## config.mk

```make
export PLATFORM = sky130hd
export DESIGN_NAME = sha256_byte_stream_hasher
export DESIGN_NICKNAME = d
export VERILOG_FILES = /design/src/rtl/sbsh_pkg.sv /design/src/rtl/sha256_byte_stream_hasher.sv
export SDC_FILE = /design/constraint.sdc
export NUM_CORES = 2
export LEC_CHECK = 0
export BUFFER_PORTS_ARGS = -buffer_cell sky130_fd_sc_hd__buf_2
export CORE_MARGIN = 10
export CORE_UTILIZATION = 45
export CTS_BUF_LIST = sky130_fd_sc_hd__clkbuf_4 sky130_fd_sc_hd__clkbuf_8 sky130_fd_sc_hd__clkbuf_16
export CTS_CLUSTER_DIAMETER = 80
export CTS_CLUSTER_SIZE = 30
export DETAILED_ROUTE_END_ITERATION = 10
export GPL_ROUTABILITY_DRIVEN = 1
export PLACE_DENSITY = 0.62
export REMOVE_ABC_BUFFERS = 1
export SLEW_MARGIN = 20
export SYNTH_ARGS = -nofsm -noshare
export SYNTH_HDL_FRONTEND = slang
export SYNTH_SLANG_ARGS = --single-unit
export TNS_END_PERCENT = 1
```

## constraint.sdc

```tcl
create_clock -name clk -period 12.9 [get_ports clk]
set_clock_uncertainty 0.1 [all_clocks]
set_input_delay 2.58 -clock clk [delete_from_list [all_inputs] [get_ports clk]]
set_output_delay 2.58 -clock clk [all_outputs]
set_load 0.05 [all_outputs]
```

## src/rtl/sbsh_pkg.sv

```systemverilog
`timescale 1ns / 1ps
// shared types, round constants and sigma functions for the sha-256 byte stream hasher
// no dependencies; imported by sha256_byte_stream_hasher

package sbsh_pkg;

    // sequencer states
    typedef enum logic [2:0] {
        ST_IDLE,
        ST_PAD,
        ST_ROUND,
        ST_FINAL,
        ST_EMIT
    } state_t;

    // padding phases: end marker, zero fill, bit length
    typedef enum logic [1:0] {
        PH_MARK,
        PH_ZERO,
        PH_LEN
    } pad_phase_t;

    localparam logic [7:0] PAD_MARK  = 8'h80;
    localparam logic [5:0] LEN_START = 6'd56;
    localparam logic [5:0] LAST_SLOT = 6'd63;
    localparam logic [5:0] LAST_ROUND = 6'd63;
    localparam logic [2:0] LAST_WORD_IDX = 3'd7;

    localparam logic [31:0] ROUND_K [64] = '{
        32'h428a2f98, 32'h71374491, 32'hb5c0fbcf, 32'he9b5dba5,
        32'h3956c25b, 32'h59f111f1, 32'h923f82a4, 32'hab1c5ed5,
        32'hd807aa98, 32'h12835b01, 32'h243185be, 32'h550c7dc3,
        32'h72be5d74, 32'h80deb1fe, 32'h9bdc06a7, 32'hc19bf174,
        32'he49b69c1, 32'hefbe4786, 32'h0fc19dc6, 32'h240ca1cc,
        32'h2de92c6f, 32'h4a7484aa, 32'h5cb0a9dc, 32'h76f988da,
        32'h983e5152, 32'ha831c66d, 32'hb00327c8, 32'hbf597fc7,
        32'hc6e00bf3, 32'hd5a79147, 32'h06ca6351, 32'h14292967,
        32'h27b70a85, 32'h2e1b2138, 32'h4d2c6dfc, 32'h53380d13,
        32'h650a7354, 32'h766a0abb, 32'h81c2c92e, 32'h92722c85,
        32'ha2bfe8a1, 32'ha81a664b, 32'hc24b8b70, 32'hc76c51a3,
        32'hd192e819, 32'hd6990624, 32'hf40e3585, 32'h106aa070,
        32'h19a4c116, 32'h1e376c08, 32'h2748774c, 32'h34b0bcb5,
        32'h391c0cb3, 32'h4ed8aa4a, 32'h5b9cca4f, 32'h682e6ff3,
        32'h748f82ee, 32'h78a5636f, 32'h84c87814, 32'h8cc70208,
        32'h90befffa, 32'ha4506ceb, 32'hbef9a3f7, 32'hc67178f2
    };

    localparam logic [31:0] INIT_H [8] = '{
        32'h6a09e667, 32'hbb67ae85, 32'h3c6ef372, 32'ha54ff53a,
        32'h510e527f, 32'h9b05688c, 32'h1f83d9ab, 32'h5be0cd19
    };

    function automatic logic [31:0] rotr(input logic [31:0] x, input int n);
        rotr = (x >> n) | (x << (32 - n));
    endfunction

    function automatic logic [31:0] big_sigma0(input logic [31:0] x);
        big_sigma0 = rotr(x, 2) ^ rotr(x, 13) ^ rotr(x, 22);
    endfunction

    function automatic logic [31:0] big_sigma1(input logic [31:0] x);
        big_sigma1 = rotr(x, 6) ^ rotr(x, 11) ^ rotr(x, 25);
    endfunction

    function automatic logic [31:0] small_sigma0(input logic [31:0] x);
        small_sigma0 = rotr(x, 7) ^ rotr(x, 18) ^ (x >> 3);
    endfunction

    function automatic logic [31:0] small_sigma1(input logic [31:0] x);
        small_sigma1 = rotr(x, 17) ^ rotr(x, 19) ^ (x >> 10);
    endfunction

endpackage

```

## src/rtl/sha256_byte_stream_hasher.sv

```systemverilog
`timescale 1ns / 1ps
// sha-256 over a byte stream: byte gathering, padding sequencer, one round per cycle
// depends on sbsh_pkg (state types, round constants, sigma functions)
//
//  channel   handshake                     payload
//  -------   ---------------------------   ----------------------------------------
//  byte in   byte_valid / byte_stall       data_byte, byte_present, end_message
//  digest    digest_valid / digest_stall   digest_word, word_index, last_word
//
// a transfer that fills the block starts a compression (64 rounds on the shared
// round unit, then one chaining add).
// end_message pads one byte per cycle to the end of the block (over two blocks, with
// a compression between them, when the length does not fit), compresses the last
// block and sends 8 digest words. the byte channel stalls from a transfer that
// fills the block or ends a message until the block is idle again.
// the digest channel holds its word while digest_stall is high.
// asynchronous reset loads the initial hash values and clears the length and fill.

module sha256_byte_stream_hasher (
    input  logic        clk,
    input  logic        rst_n,
    input  logic        byte_valid,
    output logic        byte_stall,
    input  logic [7:0]  data_byte,
    input  logic        byte_present,
    input  logic        end_message,
    output logic        digest_valid,
    input  logic        digest_stall,
    output logic [31:0] digest_word,
    output logic [2:0]  word_index,
    output logic        last_word
);
    import sbsh_pkg::*;

    state_t      state_reg, state_next;
    pad_phase_t  phase_reg;
    logic        pad_act_reg;
    logic [5:0]  fill_reg;
    logic [60:0] len_reg;
    logic [5:0]  round_reg;
    logic [2:0]  emit_idx_reg;
    logic [31:0] chain_reg [8];
    logic [31:0] work_reg  [8];
    logic [31:0] w_reg     [16];
    logic [23:0] acc_reg;

    // control decoded from state
    logic        accept;
    logic        ins_en;
    logic [7:0]  ins_byte;
    logic        block_full;
    logic        emit_xfer;
    logic [63:0] len_bits;
    logic [7:0]  len_byte;

    // round datapath
    logic [31:0] t1, t2, w_new, shift_in;
    logic        shift_en;

    assign accept     = byte_valid && (state_reg == ST_IDLE);
    assign emit_xfer  = (state_reg == ST_EMIT) && !digest_stall;
    assign block_full = ins_en && (fill_reg == LAST_SLOT);
    assign len_bits   = {len_reg, 3'b000};
    assign len_byte   = len_bits[{~fill_reg[2:0], 3'b000} +: 8];

    // next state
    always_comb
    begin
        state_next = state_reg;
        case (state_reg)
            ST_IDLE:
            begin
                if (accept)
                begin
                    if (byte_present && (fill_reg == LAST_SLOT))
                        state_next = ST_ROUND;
                    else if (end_message)
                        state_next = ST_PAD;
                end
            end
            ST_PAD:
            begin
                if (fill_reg == LAST_SLOT)
                    state_next = ST_ROUND;
            end
            ST_ROUND:
            begin
                if (round_reg == LAST_ROUND)
                    state_next = ST_FINAL;
            end
            ST_FINAL:
            begin
                if (phase_reg == PH_LEN)
                    state_next = ST_EMIT;
                else if (pad_act_reg)
                    state_next = ST_PAD;
                else
                    state_next = ST_IDLE;
            end
            ST_EMIT:
            begin
                if (!digest_stall && (emit_idx_reg == LAST_WORD_IDX))
                    state_next = ST_IDLE;
            end
            default: state_next = ST_IDLE;
        endcase
    end

    // byte insertion source
    always_comb
    begin
        ins_en   = 1'b0;
        ins_byte = data_byte;
        case (state_reg)
            ST_IDLE:
            begin
                ins_en   = accept && byte_present;
                ins_byte = data_byte;
            end
            ST_PAD:
            begin
                ins_en = 1'b1;
                if (phase_reg == PH_MARK)
                    ins_byte = PAD_MARK;
                else if ((phase_reg == PH_ZERO) && (fill_reg != LEN_START))
                    ins_byte = 8'h00;
                else
                    ins_byte = len_byte;
            end
            default:
            begin
                ins_en   = 1'b0;
                ins_byte = data_byte;
            end
        endcase
    end

    // handshake and digest outputs
    assign byte_stall   = (state_reg != ST_IDLE);
    assign digest_valid = (state_reg == ST_EMIT);
    assign digest_word  = chain_reg[emit_idx_reg];
    assign word_index   = emit_idx_reg;
    assign last_word    = (emit_idx_reg == LAST_WORD_IDX);

    // one compression round and one schedule word
    assign t1 = work_reg[7] + big_sigma1(work_reg[4])
              + ((work_reg[4] & work_reg[5]) ^ (~work_reg[4] & work_reg[6]))
              + ROUND_K[round_reg] + w_reg[0];
    assign t2 = big_sigma0(work_reg[0])
              + ((work_reg[0] & work_reg[1]) ^ (work_reg[0] & work_reg[2])
                 ^ (work_reg[1] & work_reg[2]));
    assign w_new = w_reg[0] + small_sigma0(w_reg[1]) + w_reg[9] + small_sigma1(w_reg[14]);

    // schedule window shifts on a completed word or on each round
    assign shift_en = (ins_en && (fill_reg[1:0] == 2'b11)) || (state_reg == ST_ROUND);
    assign shift_in = (state_reg == ST_ROUND) ? w_new : {acc_reg, ins_byte};

    // control registers and chaining state
    always_ff @(posedge clk or negedge rst_n)
    begin
        if (!rst_n)
        begin
            state_reg    <= ST_IDLE;
            phase_reg    <= PH_MARK;
            pad_act_reg  <= 1'b0;
            fill_reg     <= '0;
            len_reg      <= '0;
            round_reg    <= '0;
            emit_idx_reg <= '0;
            for (int i = 0; i < 8; i++)
                chain_reg[i] <= INIT_H[i];
        end
        else
        begin
            state_reg <= state_next;

            // item acceptance
            if (accept)
            begin
                pad_act_reg <= end_message;
                phase_reg   <= PH_MARK;
                if (byte_present)
                    len_reg <= len_reg + 61'd1;
            end

            // padding phase steps
            if (state_reg == ST_PAD)
            begin
                if (phase_reg == PH_MARK)
                    phase_reg <= PH_ZERO;
                else if ((phase_reg == PH_ZERO) && (fill_reg == LEN_START))
                    phase_reg <= PH_LEN;
            end

            if (ins_en)
                fill_reg <= fill_reg + 6'd1;

            // round counter
            if (state_reg == ST_ROUND)
                round_reg <= round_reg + 6'd1;
            else
                round_reg <= '0;

            // chaining add after the last round
            if (state_reg == ST_FINAL)
            begin
                for (int i = 0; i < 8; i++)
                    chain_reg[i] <= chain_reg[i] + work_reg[i];
            end

            // digest word transfer, back to a fresh message after the last one
            if (emit_xfer)
            begin
                emit_idx_reg <= emit_idx_reg + 3'd1;
                if (emit_idx_reg == LAST_WORD_IDX)
                begin
                    for (int i = 0; i < 8; i++)
                        chain_reg[i] <= INIT_H[i];
                    len_reg     <= '0;
                    fill_reg    <= '0;
                    pad_act_reg <= 1'b0;
                    phase_reg   <= PH_MARK;
                end
            end
        end
    end

    // datapath registers: byte gather, schedule window, working variables
    always_ff @(posedge clk)
    begin
        if (ins_en)
            acc_reg <= {acc_reg[15:0], ins_byte};

        if (shift_en)
        begin
            for (int i = 0; i < 15; i++)
                w_reg[i] <= w_reg[i + 1];
            w_reg[15] <= shift_in;
        end

        if (block_full)
        begin
            for (int i = 0; i < 8; i++)
                work_reg[i] <= chain_reg[i];
        end
        else if (state_reg == ST_ROUND)
        begin
            work_reg[7] <= work_reg[6];
            work_reg[6] <= work_reg[5];
            work_reg[5] <= work_reg[4];
            work_reg[4] <= work_reg[3] + t1;
            work_reg[3] <= work_reg[2];
            work_reg[2] <= work_reg[1];
            work_reg[1] <= work_reg[0];
            work_reg[0] <= t1 + t2;
        end
    end

endmodule

```

# --- Yosys cells after proc, flatten, opt, wreduce, memory -nomap -nowiden ---
# Memory sizes are Yosys's and may differ from the RTL's.
# Index checks and enable logic that the tools add are counted.
word_totals:
  romBits: 2048
  register_bits: 362
  mem_count: 3
  ram_bits: 768
mem_list:
  columns: ["memory", "words", "word_bits", "rd", "rd_clocked_by_memory_dff", "write_ports", "line_no", "text"]
  rows:
  - ["(no name shown)", 64, 32, 1, 0, 0, "sha256_byte_stream_hasher.sv:148", "+ ROUND_K[round_reg] + w_reg[0];"]
  - ["w_reg", 16, 32, 16, 0, 16, "sha256_byte_stream_hasher.sv:44", "logic [31:0] w_reg [16];"]
  - ["work_reg", 8, 32, 8, 0, 8, "sha256_byte_stream_hasher.sv:43", "logic [31:0] work_reg [8];"]
op_classes:
  addsub: 22
  n_mux: 54
  shift: 1
  order_cmp: 2
  n_reduce_logical: 15
  n_eq_ne: 17
  n_bitwise: 38
op_table:
  columns: ["op", "n"]
  rows:
  - ["256-bit 2-to-1 mux", 3]
  - ["32-bit adder", 18]
  - ["32-bit 2-to-1 mux", 13]
  - ["32-bit bitwise XOR", 9]
  - ["61-bit 2-to-1 mux", 4]
  - ["32-bit bitwise AND", 5]
  - ["32-bit binary-select mux with 3-bit select", 1]
  - ["64-bit by 7-bit variable part select with 8-bit output", 1]
  - ["61-bit by 1-bit adder with 61-bit output (second input constant)", 1]
  - ["32-bit NOT", 1]
  - ["10-bit by 32-bit OR with 32-bit output", 1]
  - ["13-bit by 32-bit OR with 32-bit output", 1]
  - ["14-bit by 32-bit OR with 32-bit output", 1]
  - ["15-bit by 32-bit OR with 32-bit output", 1]
  - ["19-bit by 32-bit OR with 32-bit output", 1]
  - ["21-bit by 32-bit OR with 32-bit output", 1]
  - ["25-bit by 32-bit OR with 32-bit output", 1]
  - ["26-bit by 32-bit OR with 32-bit output", 1]
  - ["30-bit by 32-bit OR with 32-bit output", 1]
  - ["7-bit by 32-bit OR with 32-bit output", 1]
  - ["32-bit by 22-bit bitwise XOR with 32-bit output", 1]
  - ["32-bit by 29-bit bitwise XOR with 32-bit output", 1]
  - ["6-bit 2-to-1 mux", 4]
  - ["8-bit 2-to-1 mux", 3]
  - ["other kinds (30)", 74]

# --- Depth between registers and ports, before layout ---
# An unclocked memory read counts as a cell.
depth:
  word_depth: 10
  depth_mapped: 42
  ltp_nobuf: 40

# --- Worst setup path after synthesis ---
# No wires, ideal clock.
synth_path:
  path_kind: "input -> register"
  startpoint: "in byte_valid"
  endpoint: "mem w_reg[0][0], enable pin"
  n_path_buf: 2
  path_stages: 6
  setup_time_ns: 3.681
  t_arrival_ns: 12.169
  slack_ns: -3.050
  path_cell_list: "and3_1 clkbuf_1 or2_2 clkbuf_1 nand2_1 nand2_1"
synth_rtl:
  columns: ["element", "line_no", "text"]
  rows:
  - ["from (decl)", "sha256_byte_stream_hasher.sv:22", "input logic byte_valid,"]
  - ["to (decl)", "sha256_byte_stream_hasher.sv:44", null]

==> impl_metrics.json <==
{
  "die_area_um2": 173000,
  "critPathMaxStageDelay_ps": 820,
  "fmaxAchievable_mhz": 96.0,
  "antenna_found_initial": 4,
  "io_pins": 52,
  "drtIter0Drc": 5380,
  "ys_warn_count": 0,
  "finalCritPeriodShare_pct": 80.8,
  "insertion_delay_ps": 710,
  "synth_fa_ha_area_share_pct": 12.6,
  "crit_type": "register to register",
  "post_cts_buffers": 0,
  "min_path_cells": 0,
  "grt_usage_pct": 24.5,
  "hpwl_um": 161000,
  "overflow": 0,
  "ctsRootBufferMaster": "clkbuf_16",
  "synth-xor-area-share_pct": 7.72,
  "synth_simple_gate_area_share_pct": 12.1,
  "cts.path.max_buffers": 3,
  "finalNonFillerCells": 8720,
  "final-hold-violation-count": 0,
  "synth-compound-area-share_pct": 14.1,
  "finalSetupViolations": 0,
  "rrSetupSlack_ps": 2480,
  "num_rows": 145,
  "htree_levels": 3,
  "p_per_area_nw_per_um2": 254,
  "synth_top_family_by_area": "compound AO/OA/AOI/OAI gates",
  "start_util_pct": 45.2,
  "grt_max_degree": 192,
  "grt_pass1_wl_um": 324000,
  "clk_pin_slew_ps": 100,
  "die_h_um": 416,
  "wl_per_cell_um": 25.0,
  "drive_above_1_share_pct": 8.68,
  "ys_types": 97,
  "r2r_end": "work_reg[0][31]",
  "syn_area_um2": 70600,
  "synth-seq-cells": 1130,
  "wirelength_um": 218000,
  "port_buffers": 51,
  "start_kind": "register",
  "crit_required_ps": 13240,
  "final_core_util_pct": 48.3,
  "worst-r2r-cell-count": 36,
  "crit_slowest_cell": "dfrtp_1",
  "largest_reg_flops": 512,
  "ir_drop_mv": 0.271,
  "syn_to_final_growth_pct": 6.88,
  "drc": 0,
  "numCtsBuffers": 73,
  "max_cap_violations": 0,
  "rsz0062_at_grt": "no",
  "r2r-start": "round_reg[0]",
  "syn_area_per_cell_um2": 10.5,
  "die_w_um": 416,
  "dp_cells": 8587,
  "grt_pass1_vias": 48600,
  "cp_top_family": "adder cells",
  "outcome": "complete, no violations",
  "ctsHoldBuffers": 0,
  "worstPathBufferInverterCount": 5,
  "hp-start": "w_reg[1][19]",
  "ys.flop_type": "edfxtp_1",
  "ys_seq_area_share_pct": 45.9,
  "synthMuxAreaShare_pct": 4.10,
  "viasPerCell": 5.89,
  "slew_viol_final": 0,
  "coreArea_um2": 156000,
  "vias": 51400,
  "cts_tree": "done",
  "dr.pass1.iters": 5,
  "end_kind": "register",
  "synthArstFlopShare_pct": 29.9,
  "holdPathEnd": "w_reg[0][243]",
  "power.leakage_nw": 31.0,
  "cts_resized": 0,
  "worst_slew_pin_slew_ps": 1180,
  "routabilityCongestion": 0.941,
  "ant_nets": 0,
  "critPathMaxFanout": 22,
  "fin_nets": 7211,
  "synth_edf_count": 792,
  "fin_crit_ps": 10420,
  "clock_sinks": 1130,
  "worst_ep_arrival_time_ps": 10760,
  "hp-class": "register to register",
  "relSlewSlack_pct": 21.6,
  "synthCells": 6740
}
==> through the flow <==
stage           TNS, ps  setup WS, ps  power [mW]  hold WS [ps]  area, µm²
2_1_floorplan  -9930450        -16290        13.6           300      69400
3_3_place_gp          0          2630        16.2           300      72800
3_5_place_dp          0          2570        16.3           305      72800
4_1_cts               0          2500        19.1           311      75400
5_1_grt               0          1620        20.5           320      75400
6_report              0          2480        19.2           314      75400
==> how the worst max path moves through the flow <==
stage,cells after the start,slack (ps),to,startpoint
global route,36,1620,work_reg[0][31],round_reg[0]
CTS,36,2500,work_reg[0][31],round_reg[0]
finish,36,2480,work_reg[0][31],round_reg[0]
global placement,36,2630,work_reg[0][20],round_reg[0]
floorplan,2,-16290,w_reg[0][0],state_reg[0]
detailed placement,36,2570,work_reg[0][31],round_reg[0]
==> per-layer routing <==
| metal | track usage (%) | share of wire [%] | routed length, µm |
|---|---|---|---|
| met4 | 6.23 | 2.5 | 5550 |
| met3 | 4.09 | 8.1 | 17700 |
| met1 | 36.6 | 46 | 99200 |
| met2 | 36.8 | 44 | 95300 |
| met5 | 0 | 0.0060 | 13 |
==> cell type report <==
class | instances | area [µm²]
timing repair buffer | 102 | 748
multi-input combinational | 4980 | 35800
fill | 14200 | 80600
tap | 2058 | 2570
sequential | 1130 | 32400
clock inverter | 52 | 722
inverter | 317 | 1190
antenna | 2 | 5.00
clock buffer | 79 | 1910
==> report_power, final <==
part | total (mW) | switching [mW] | internal (mW) | leakage, nW
registers | 5.72 | 0.705 | 5.02 | 11.3
clock network | 2.70 | 1.45 | 1.24 | 1.26
logic | 10.8 | 6.53 | 4.25 | 18.4
==> Yosys cell counts (52+ instances only) <==
| library cell | count | area [µm²] |
|---|---|---|
| clkbuf_1 | 284 | 1070 |
| mux4_2 | 87 | 1960 |
| mux2_2 | 58 | 653 |
| nor2_1 | 317 | 1190 |
| inv_1 | 315 | 1180 |
| nor2b_1 | 54 | 338 |
| a21o_1 | 209 | 1570 |
| fa_1 | 195 | 3900 |
| o21a_1 | 54 | 405 |
| o211ai_1 | 100 | 751 |
| o21ai_0 | 368 | 1840 |
| nand2_1 | 1154 | 4330 |
| xnor2_1 | 402 | 3520 |
| nor3_1 | 85 | 425 |
| xor2_1 | 220 | 1930 |
| dfrtp_1 | 202 | 5050 |
| a21oi_1 | 498 | 2490 |
| edfxtp_1 | 792 | 23800 |
| nand3_1 | 119 | 596 |
| dfstp_2 | 136 | 3570 |
| ha_1 | 398 | 4980 |
| a31oi_1 | 52 | 325 |
==> cell families after synthesis <==
group	after synthesis
AO/OA/AOI/OAI	1605
flip-flops	1130
XOR/XNOR	622
AND/OR/NAND/NOR	1984
multiplexers	173
adder cells (fa/ha/maj)	596
buffers and inverters	630
==> worst reg2reg max path, delay by kind of cell (launching register included) <==
family,cells,cell delay (ps)
adder cells (fa/ha/maj),8,3530
AO/OA/AOI/OAI,15,3310
AND/OR/NAND/NOR,5,1300
flip-flops,1,820
buffers and inverters,5,660
XOR/XNOR,3,480
==> cell usage in the layout, fill, tap and decap left out, drive strengths merged, types with 202 or more instances in the layout <==
master,instances
a21o,209
a21oi,500
dfrtp,202
edfxtp,792
ha,398
inv,342
nand2,1156
nor2,320
o21ai,418
xnor2,402
xor2,220
No activity file was read; power rests on OpenSTA's default activity.
